==> src/rtl/b64d_pkg.sv <==
// shared types, constants and the character decode function of the base64 decoder
`timescale 1ns / 1ps

package b64d_pkg;

	// depth of the job queue between the front and back parts
	localparam int JOB_QUEUE_DEPTH = 2;

	// special characters
	localparam logic [7:0] PAD_CHAR       = 8'h3D; // '='
	localparam logic [7:0] PLUS_CHAR      = 8'h2B; // '+'
	localparam logic [7:0] SLASH_CHAR     = 8'h2F; // '/'
	localparam logic [7:0] MINUS_CHAR     = 8'h2D; // '-'
	localparam logic [7:0] UNDERLINE_CHAR = 8'h5F; // '_'

	// quartet positions
	localparam logic [1:0] POS0 = 2'd0;
	localparam logic [1:0] POS1 = 2'd1;
	localparam logic [1:0] POS2 = 2'd2;
	localparam logic [1:0] POS3 = 2'd3;

	// one character with its end flag
	typedef struct packed {
		logic [7:0] symbol;
		logic       end_of_message;
	} in_item_t;

	// one result
	typedef struct packed {
		logic [7:0] data_byte;
		logic       bad_input;
		logic       final_result;
	} out_item_t;

	// work handed from front to back: one to three bytes, already compacted
	typedef struct packed {
		logic [7:0] byte0;
		logic [7:0] byte1;
		logic [7:0] byte2;
		logic [1:0] count;   // number of bytes, 1 to 3
		logic       bad;     // error result
		logic       fin;     // last byte ends the message
	} job_t;

	// bit 6 set: not in either alphabet; else bits 5:0 hold the sextet
	function automatic logic [6:0] sextet_of(input logic [7:0] c);
		logic [6:0] r;
		r = 7'h40;
		if (c >= 8'h41 && c <= 8'h5A) begin
			r = {1'b0, 6'(c - 8'h41)};
		end else if (c >= 8'h61 && c <= 8'h7A) begin
			r = {1'b0, 6'(c - 8'h61 + 8'd26)};
		end else if (c >= 8'h30 && c <= 8'h39) begin
			r = {1'b0, 6'(c - 8'h30 + 8'd52)};
		end else if (c == PLUS_CHAR || c == MINUS_CHAR) begin
			r = 7'd62;
		end else if (c == SLASH_CHAR || c == UNDERLINE_CHAR) begin
			r = 7'd63;
		end
		return r;
	endfunction

endpackage

==> src/rtl/base64url_decoder.sv <==
// top level of the streaming base64 / base64url decoder
//
//   channel  | handshake         | payload             | transfer when
//   ---------+-------------------+---------------------+-------------------
//   input    | push / full       | item   (in_item_t)  | push && !full
//   result   | empty / pop       | result (out_item_t) | pop && !empty
//
// one character is taken per cycle while the job queue has room; the front
// part decides the quartet in the cycle of the transfer
// results leave one per cycle from the back part while results are popped, so a
// full quartet of three bytes gives three results in turn; the queue absorbs the wait
// a job passes a queue slot, the back job register and the output register
// reset clears quartet state, queue pointers and the output valid flag
// a stalled result side fills the queue and then raises full
`timescale 1ns / 1ps

module base64url_decoder import b64d_pkg::*; #(
	parameter int QueueDepth = JOB_QUEUE_DEPTH
) (
	input  logic      clk,
	input  logic      arst_n,
	input  logic      push,
	output logic      full,
	input  in_item_t  item,
	output logic      empty,
	input  logic      pop,
	output out_item_t result
);

	// front to queue
	logic accept;
	logic job_valid;
	job_t job;

	// queue to back
	logic job_avail;
	logic job_take;
	job_t job_head;

	// a character is taken whenever the queue can hold a job
	assign accept = push && !full;

	b64d_front u_front (
		.clk       (clk),
		.arst_n    (arst_n),
		.accept    (accept),
		.item      (item),
		.job_valid (job_valid),
		.job       (job)
	);

	// decouples character intake from byte output
	b64d_job_queue #(
		.DEPTH (QueueDepth)
	) u_queue (
		.clk       (clk),
		.arst_n    (arst_n),
		.wr_en     (job_valid),
		.wr_data   (job),
		.rd_en     (job_take),
		.rd_data   (job_head),
		.not_empty (job_avail),
		.full      (full)
	);

	// one byte per cycle into the output register while it is empty or being popped
	b64d_back u_back (
		.clk       (clk),
		.arst_n    (arst_n),
		.job_avail (job_avail),
		.job_in    (job_head),
		.job_take  (job_take),
		.pop       (pop),
		.empty     (empty),
		.result    (result)
	);

endmodule

==> src/rtl/b64d_front.sv <==
// front part: takes characters, tracks the quartet and forms byte jobs
`timescale 1ns / 1ps

module b64d_front import b64d_pkg::*; (
	input  logic     clk,
	input  logic     arst_n,
	input  logic     accept,
	input  in_item_t item,
	output logic     job_valid,
	output job_t     job
);

	logic [1:0]  pos_q, pos_d;
	logic [17:0] store_q, store_d;
	logic        third_pad_q, third_pad_d;
	logic        discard_q, discard_d;

	logic [6:0]  sx;
	logic        sym_ok;
	logic        pad;
	logic        eom;
	logic [5:0]  sext;
	logic [17:0] shifted;

	// compact the bytes of a 24 bit block, dropping padded positions
	function automatic job_t build_job(input logic [23:0] block, input logic pad2,
			input logic pad3, input logic fin);
		job_t j;
		j.byte0 = block[23:16];
		j.byte1 = pad2 ? block[7:0] : block[15:8];
		j.byte2 = block[7:0];
		j.count = 2'd1 + {1'b0, ~pad2} + {1'b0, ~pad3};
		j.bad   = 1'b0;
		j.fin   = fin;
		return j;
	endfunction

	assign sx      = sextet_of(item.symbol);
	assign sym_ok  = ~sx[6];
	assign pad     = (item.symbol == PAD_CHAR);
	assign eom     = item.end_of_message;
	assign sext    = pad ? 6'd0 : sx[5:0];
	assign shifted = {store_q[11:0], sext};

	always_comb begin
		pos_d       = pos_q;
		store_d     = store_q;
		third_pad_d = third_pad_q;
		discard_d   = discard_q;
		job_valid   = 1'b0;
		job         = '{byte0: 8'd0, byte1: 8'd0, byte2: 8'd0, count: 2'd1,
			bad: 1'b0, fin: 1'b0};
		if (accept) begin
			if (discard_q) begin
				if (eom) begin
					discard_d   = 1'b0;
					pos_d       = POS0;
					store_d     = '0;
					third_pad_d = 1'b0;
				end
			end else if ((!pos_q[1] && (!sym_ok || (eom && pos_q == POS0)))
					|| (pos_q[1] && !pad && !sym_ok)) begin
				// bad character, or a lone last character
				job_valid   = 1'b1;
				job.bad     = 1'b1;
				job.fin     = 1'b1;
				pos_d       = POS0;
				store_d     = '0;
				third_pad_d = 1'b0;
				discard_d   = ~eom;
			end else begin
				case (pos_q)
					POS0, POS1: begin
						if (eom) begin
							job_valid   = 1'b1;
							job         = build_job({shifted[11:0], 12'd0}, 1'b1, 1'b1, 1'b1);
							pos_d       = POS0;
							store_d     = '0;
							third_pad_d = 1'b0;
						end else begin
							store_d = shifted;
							pos_d   = pos_q + 2'd1;
						end
					end
					POS2: begin
						if (eom) begin
							job_valid   = 1'b1;
							job         = build_job({shifted, 6'd0}, pad, 1'b1, 1'b1);
							pos_d       = POS0;
							store_d     = '0;
							third_pad_d = 1'b0;
						end else begin
							store_d     = shifted;
							third_pad_d = pad;
							pos_d       = POS3;
						end
					end
					default: begin
						job_valid   = 1'b1;
						job         = build_job({store_q, sext}, third_pad_q, pad, eom);
						pos_d       = POS0;
						store_d     = '0;
						third_pad_d = 1'b0;
					end
				endcase
			end
		end
	end

	always_ff @(posedge clk or negedge arst_n) begin
		if (!arst_n) begin
			pos_q       <= POS0;
			store_q     <= '0;
			third_pad_q <= 1'b0;
			discard_q   <= 1'b0;
		end else begin
			pos_q       <= pos_d;
			store_q     <= store_d;
			third_pad_q <= third_pad_d;
			discard_q   <= discard_d;
		end
	end

endmodule

==> src/rtl/b64d_job_queue.sv <==
// short register queue of byte jobs between front and back
`timescale 1ns / 1ps

module b64d_job_queue import b64d_pkg::*; #(
	parameter int DEPTH = JOB_QUEUE_DEPTH
) (
	input  logic clk,
	input  logic arst_n,
	input  logic wr_en,
	input  job_t wr_data,
	input  logic rd_en,
	output job_t rd_data,
	output logic not_empty,
	output logic full
);

	localparam int AW = (DEPTH > 1) ? $clog2(DEPTH) : 1;
	localparam int CW = $clog2(DEPTH + 1);

	job_t          slot_q [DEPTH];
	logic [AW-1:0] wr_ptr_q, rd_ptr_q;
	logic [CW-1:0] count_q;
	logic          do_wr, do_rd;

	assign full      = (count_q == CW'(DEPTH));
	assign not_empty = (count_q != '0);
	assign do_wr     = wr_en && !full;
	assign do_rd     = rd_en && not_empty;
	assign rd_data   = slot_q[rd_ptr_q];

	always_ff @(posedge clk) begin
		if (do_wr) begin
			slot_q[wr_ptr_q] <= wr_data;
		end
	end

	always_ff @(posedge clk or negedge arst_n) begin
		if (!arst_n) begin
			wr_ptr_q <= '0;
			rd_ptr_q <= '0;
			count_q  <= '0;
		end else begin
			if (do_wr) begin
				wr_ptr_q <= (wr_ptr_q == AW'(DEPTH - 1)) ? '0 : wr_ptr_q + AW'(1);
			end
			if (do_rd) begin
				rd_ptr_q <= (rd_ptr_q == AW'(DEPTH - 1)) ? '0 : rd_ptr_q + AW'(1);
			end
			if (do_wr && !do_rd) begin
				count_q <= count_q + CW'(1);
			end else if (do_rd && !do_wr) begin
				count_q <= count_q - CW'(1);
			end
		end
	end

endmodule

==> src/rtl/b64d_back.sv <==
// back part: unpacks jobs into single results behind an output register
`timescale 1ns / 1ps

module b64d_back import b64d_pkg::*; (
	input  logic      clk,
	input  logic      arst_n,
	input  logic      job_avail,
	input  job_t      job_in,
	output logic      job_take,
	input  logic      pop,
	output logic      empty,
	output out_item_t result
);

	job_t       job_q;
	logic       job_valid_q;
	logic [1:0] idx_q;
	out_item_t  out_q;
	logic       out_valid_q;

	logic       adv;
	logic       last;
	logic [7:0] sel_byte;

	assign last     = (idx_q == job_q.count - 2'd1);
	assign adv      = job_valid_q && (!out_valid_q || pop);
	assign job_take = job_avail && (!job_valid_q || (adv && last));
	assign empty    = ~out_valid_q;
	assign result   = out_q;

	always_comb begin
		case (idx_q)
			2'd0:    sel_byte = job_q.byte0;
			2'd1:    sel_byte = job_q.byte1;
			default: sel_byte = job_q.byte2;
		endcase
	end

	always_ff @(posedge clk) begin
		if (job_take) begin
			job_q <= job_in;
		end
		if (adv) begin
			out_q.data_byte    <= job_q.bad ? 8'd0 : sel_byte;
			out_q.bad_input    <= job_q.bad;
			out_q.final_result <= job_q.fin && last;
		end
	end

	always_ff @(posedge clk or negedge arst_n) begin
		if (!arst_n) begin
			job_valid_q <= 1'b0;
			idx_q       <= 2'd0;
			out_valid_q <= 1'b0;
		end else begin
			if (job_take) begin
				job_valid_q <= 1'b1;
				idx_q       <= 2'd0;
			end else if (adv) begin
				if (last) begin
					job_valid_q <= 1'b0;
					idx_q       <= 2'd0;
				end else begin
					idx_q <= idx_q + 2'd1;
				end
			end
			if (adv) begin
				out_valid_q <= 1'b1;
			end else if (pop) begin
				out_valid_q <= 1'b0;
			end
		end
	end

endmodule

==> config.mk <==
export PLATFORM = sky130hd
export DESIGN_NAME = base64url_decoder
export DESIGN_NICKNAME = d
export VERILOG_FILES = /design/src/rtl/b64d_pkg.sv /design/src/rtl/base64url_decoder.sv /design/src/rtl/b64d_front.sv /design/src/rtl/b64d_job_queue.sv /design/src/rtl/b64d_back.sv
export SDC_FILE = /design/constraint.sdc
export NUM_CORES = 1
export LEC_CHECK = 0
export BUFFER_PORTS_ARGS = -buffer_cell sky130_fd_sc_hd__buf_2
export CAP_MARGIN = 20
export CORE_ASPECT_RATIO = 1.75
export CORE_MARGIN = 2
export CORE_UTILIZATION = 50
export CTS_CLUSTER_DIAMETER = 200
export DETAILED_ROUTE_END_ITERATION = 7
export GPL_TIMING_DRIVEN = 0
export HOLD_SLACK_MARGIN = 0.08
export MAX_ROUTING_LAYER = met4
export PLACE_DENSITY = 0.75
export SLEW_MARGIN = 0
export SYNTH_ARGS = -nofsm -noshare
export SYNTH_HDL_FRONTEND = slang
export SYNTH_SLANG_ARGS = --single-unit
==> constraint.sdc <==
create_clock -name clk -period 3 [get_ports clk]
set_input_delay 0 -clock clk [delete_from_list [all_inputs] [get_ports clk]]
set_output_delay 0 -clock clk [all_outputs]
set_load 0.05 [all_outputs]
After elaboration in Yosys (flattened, before gate mapping) --
Memories as Yosys holds them, arrays and structs flattened. A register that Yosys moved wholly into a read port is not among the register bits. Index checks and enable logic that the tools add are counted.
Word-level totals: memories 1, bits of input ports 13, register bits 40, memory bits (writable) 56
Cells by class: bitwise gates (word level) 4, muxes and demuxes 54, add/sub/neg operators 15, reductions and logical operators 40, order comparisons 6, equality and inequality tests 11
Memories:
- u_queue.slot_q | words 2, width 28, rd ports 1, clocked after Yosys merged registers in 1, write ports 1, line b64d_job_queue.sv:20 | job_t slot_q [DEPTH];
Operators with widths (count):
- 28-bit 2-to-1 mux | 4
- 18-bit 2-to-1 mux | 5
- 28-bit case mux with 2 select lines | 1
- 7-bit 2-to-1 mux | 5
- 8-bit by 6-bit == test with 1-bit output (second input constant) | 4
- 26-bit 2-to-1 mux | 1
- 2-bit 2-to-1 mux | 11
- 1-bit 2-to-1 mux | 21
- 8-bit by 7-bit >= comparator with 1-bit output (second input constant) | 2
- 8-bit by 7-bit less-or-equal comparator with 1-bit output (second input constant) | 2
- 1-bit logical AND | 16
- 8-bit 2-to-1 mux | 2
- 8-bit case mux with 2 select lines | 1
- 6-bit subtractor (second input constant) | 2
- 2-bit nonzero test | 5
- 8-bit by 7-bit == test with 1-bit output (second input constant) | 1
- 8-bit by 6-bit >= comparator with 1-bit output (second input constant) | 1
- 8-bit by 6-bit less-or-equal comparator with 1-bit output (second input constant) | 1
- 1-bit logical NOT | 7
- 2-bit by 1-bit adder with 2-bit output (second input constant) | 3
- 6-bit by 5-bit adder with 6-bit output (second input constant) | 1
- 6-bit adder (second input constant) | 1
- 1-bit logical OR | 6
- 6-bit 2-to-1 mux | 1
- other kinds (16) | 26

Logic depth before layout (Yosys ltp) --
depth after elaboration 18, mapped depth 12, depth with buffers taken out 12

Cells and area by module --
Synthesis repeated with hierarchy kept, for this count alone.
Second synthesis, totals: cell total of the unflattened synthesis 490, area, all modules 6098.3 um^2
Modules (own cells, without submodules):
- b64d_job_queue | cells an instance 106, area each 2265.9 um^2, times used 1, seq. area each 1781.7 um^2
- b64d_front | cells an instance 289, area each 2264.7 um^2, times used 1, seq. area each 550.5 um^2
- b64d_back | cells an instance 94, area each 1554.0 um^2, times used 1, seq. area each 1241.2 um^2
- base64url_decoder | cells an instance 1, area each 13.8 um^2, times used 1, seq. area each 0.0 um^2

Worst setup path after synthesis --
No wires, ideal clock.
path kind input -> register, from input port item[3] in the netlist's numbering, to memory u_queue.slot_q[0][0] in the netlist's numbering (enable), slack -0.178 ns, stages on the path 9, arrival 2.762 ns, library setup time 0.416 ns, path through clkinv_1 -> ha_1 -> a221oi_1 -> nor3_1 -> a21oi_2 -> nand2_1 -> a21oi_1 -> o311a_1 -> nor2b_1
On the way: word-level cells in the longest chain between the ends 16, elaborated cells between the ends (all ways) 33, classes of those cells order compare: 6; eq/ne: 5; mux: 10; reduce/logical: 12
RTL lines:
- start: declaration | line base64url_decoder.sv:24 | input in_item_t item,
- parallel branches: the longest is 9 deep, another holds 8-bit by 6-bit >= comparator with 1-bit output
- 1-bit logical OR (*) | line b64d_front.sv:62 | || (pos_q[1] && !pad && !sym_ok)) begin
- 1-bit 2-to-1 mux (*) | line b64d_front.sv:61 | end else if ((!pos_q[1] && (!sym_ok || (eom && pos_q == POS0)))
- 1-bit 2-to-1 mux (*) | line b64d_front.sv:54 | if (discard_q) begin
- 1-bit 2-to-1 mux (*) | line b64d_front.sv:53 | if (accept) begin
- 1-bit logical AND (*) | line b64d_job_queue.sv:27 | assign do_wr = wr_en && !full;
- named net u_queue.do_wr | line b64d_job_queue.sv:23 | logic do_wr, do_rd;
- 1-bit 2-to-1 mux (*) | line b64d_job_queue.sv:32 | if (do_wr) begin
- 1-bit 2-to-1 mux (implied by the code) (*) | line b64d_job_queue.sv:33 | slot_q[wr_ptr_q] <= wr_data;
- end: declaration | line b64d_job_queue.sv:20
Mark *: on every way through the listed nets, which the timed path passes.

==> flow_summary.ini <==
[run_status]
status = finished, final reports clean

[clock_network]
cts_buffer_depth = 2
clockRootBuffer = clkbuf_16
cts_tree = done
cts_max_level = 4
numClockSinks = 124
clk_pin_slew_ns = 0.05
clock_latency_ns = 0.42
numCtsBuffers = 17

[power]
ir_drop_mv = 0.507
leakage_nw = 2.59
power.share.combinational_pct = 23.8
switchingPower_mw = 1.76
power_density_mw_per_mm2 = 864
pwr-share-clk_pct = 35.4
cellInternalPower_mw = 4.18
swShare_pct = 29.7
p_seq_share_pct = 40.8
power.total_mw = 5.95

[finish]
layout_common_cells = edfxtp_1 (94), nand2_1 (32), dfrtp_1 (30), nor2_1 (29), mux2_2 (28)
final_cells = 658
nets = 541
final_common_cell = edfxtp_1
insertedDiodeCount = 0
fin_area_mm2 = 0.00688
drive_gt1_share_pct = 18.9
fin_util_pct = 59.8
area_growth_pct = 17.0

[yosys]
syn_area_per_cell_um2 = 12.7
synth_edf_count = 94
synth_top_cell_by_area = edfxtp_1
synth.distinct_cells = 55
yosysTopAreaCellShare_pct = 48.0
ys.flop_type = edfxtp_1
syn_inst = 462
ys_seq_elements = 124
synth_warnings = 0
synth_seq_area_share_pct = 60.8
ys_async_sr_fraction_pct = 24.2
syn-num-nets = 493
syn_area_mm2 = 0.00588
netlist_top_cells_area = edfxtp_1 (48%), dfrtp_1 (13%), mux2_2 (5.4%), ha_1 (3.8%), a22o_1 (2.2%)

[grt]
grt_max_degree = 31
antenna_found_initial = 0
grt_usage_pct = 21.8
grt_util_met2_pct = 38.3
use_met3_pct = 5.53
grt_pass1_vias = 4052
grt.busiest_layer = met2
grt_pass1_wl_um = 20100
overflow = 0
met1_usage_pct = 20.8

[critical_path]
r2r_end = u_queue.slot_q[0][5]
arrival_ns = 2.98
endpoint = u_queue.slot_q[0][5]
cp_top_family = compound AO/OA/AOI/OAI gates
required_ns = 3.24
reg2reg_depth = 6
crit_slowest_cell = a311oi_1
cp_max_fo = 11
startpoint = item[3]
worst_setup_path_start_kind = input port
rr_startpoint = u_queue.count_q[1]
cpPeakStageDelay_ns = 0.97
worstSetupPathType = input port to register
crit_path_end_kind = register
crit_cells = 9
regToRegSetupSlack_ns = 0.44
path_buf_inv = 2
crit_chain = buf_2, clkinv_1, ha_1, a21oi_1, a211oi_1, nand3b_2, a311oi_1, nand3_1, nor2_1

[routing]
vias = 3943
vias_per_cell = 5.99
ant_nets = 0
wire_per_inst_um = 19.2
drc = 0
drtIter0Drc = 226
wl_um = 12600
drt_first_pass_iters = 5

[placement]
post-place-ws_ns = -0.264
post_dp_cell_area_mm2 = 0.00621
portBuffers = 22
routabilityCongestion = 0.902
dp_hpwl_um = 8960
dp_cells = 621

[timing]
fin_ws_ns = 0.264
hold_slack_ns = 0.135
slew_headroom_pct = 24.6
tns_ns = 0
tightestPinTransition_ns = 1.12
skew_ns = 0.0119
timing.final.crit_share_pct = 91.2
setup_violations = 0
max_freq_mhz = 366
hold_violations = 0
min_period_ns = 2.74
rsz0062_at_grt = false
final_max_slew_viol_count = 0

[run]
maxCapViolations = 0

[floorplanning]
core_mm2 = 0.0115
dieWidth_um = 86.0
fp-row-count = 52
die_height_um = 147
initial_core_util_pct = 51.1
dieArea_mm2 = 0.0127
ios = 25

[min_path]
min_path_type = input port to register
min_path_cells = 3
-- worst reg2reg max path: cells and delay by family (launching register included) --
family | cells | cell delay, ns
AO/OA/AOI/OAI | 1 | 0.88
flip-flops | 1 | 0.41
AND/OR/NAND/NOR | 5 | 1.10
-- per-layer routing --
metal | share of wire (%) | wire [µm] | vias to the layer above
met1 | 36 | 4600 | 1919
met3 | 3.6 | 454 | 43
met5 | 0 | 0 | -
met4 | 5.2 | 658 | 0
met2 | 55 | 6930 | 134
li1 | - | - | 1847
-- power by group through the flow --
stage | clock network [mW] | logic [mW] | registers [mW]
6_report | 2.10 | 1.41 | 2.43
5_1_grt | 2.20 | 1.53 | 2.46
4_1_cts | 2.13 | 1.37 | 2.44
3_5_place_dp | 0 | 1.35 | 2.46
3_3_place_gp | 0 | 1.28 | 2.45
2_1_floorplan | 0 | 0.832 | 2.62
-- cell usage after synthesis, types with 2 or more instances --
cell and instances:
a21o_1 5, a311oi_1 4, mux2_2 28, nor3_1 7, nor3_2 2, buf_1 3, clkbuf_1 15, nand3b_1 2
a221oi_1 4, dfrtp_1 30, mux2i_1 4, o21ai_0 22, xnor2_1 6, buf_6 3, edfxtp_1 94, and3_1 2
or2_2 2, nor2_1 29, a22oi_1 11, o31ai_1 4, and2_1 6, a221o_1 7, xor2_1 4, a2111oi_0 2
nor2b_1 9, nand3_1 4, nand2_1 32, o21ai_1 3, a21oi_1 25, a32o_1 3, nand2b_1 5, a21oi_2 2
inv_1 22, a211oi_1 7, ha_1 18, nor4_1 2, and4bb_1 2, a22o_1 15
-- worst min-delay path by stage --
stage | slack (ns) | endpoint | startpoint
floorplan | -0.30 | u_back.idx_q[0] | arst_n
global placement | 0.07 | u_front.discard_q | arst_n
detailed placement | 0.08 | u_front.discard_q | arst_n
CTS | 0.12 | u_front.store_q[3] | item[5]
global route | 0.14 | u_front.store_q[3] | item[5]
finish | 0.14 | u_front.store_q[3] | item[5]
-- cell families after synthesis --
family	after synthesis	share of synthesized area, %
AOI/OAI and AO/OA	124	15.0
DFF	124	60.8
and+or+nand+nor	109	9.55
buffers and inverters	45	3.32
muxes	32	6.04
adders and majority gates	18	3.83
xor gates and xnor gates	10	1.49
-- area by class of cell --
cell class                 count  area, µm²
sequential                   124       3570
tap                          135        169
buffer                        22        109
inverter                      23       86.3
fill                         895       4630
timing repair buffer          29        220
clock buffer                  18        429
clock inverter                14        176
multi-input combinational    293       2120
-- state kept, by name, indices dropped and copies added, names as in the netlist --
register             count
u_back.idx_q             2
u_back.job_q            28
u_back.job_valid_q       1
u_back.out_valid_q       1
u_back.result           10
u_front.discard_q        1
u_front.pos_q            2
u_front.store_q         18
u_front.third_pad_q      1
u_queue.count_q          2
u_queue.rd_ptr_q         1
u_queue.slot_q          56
u_queue.wr_ptr_q         1
-- repair_timing --
item / CTS / global route
buffers inserted: 0 / 0
endpoints found under the hold margin: 34 / 0
setup endpoints to repair: 0 / 2
resized for setup: 0 / 1
hold buffers: 4 / 0
No activity file was read; power rests on OpenSTA's default activity.
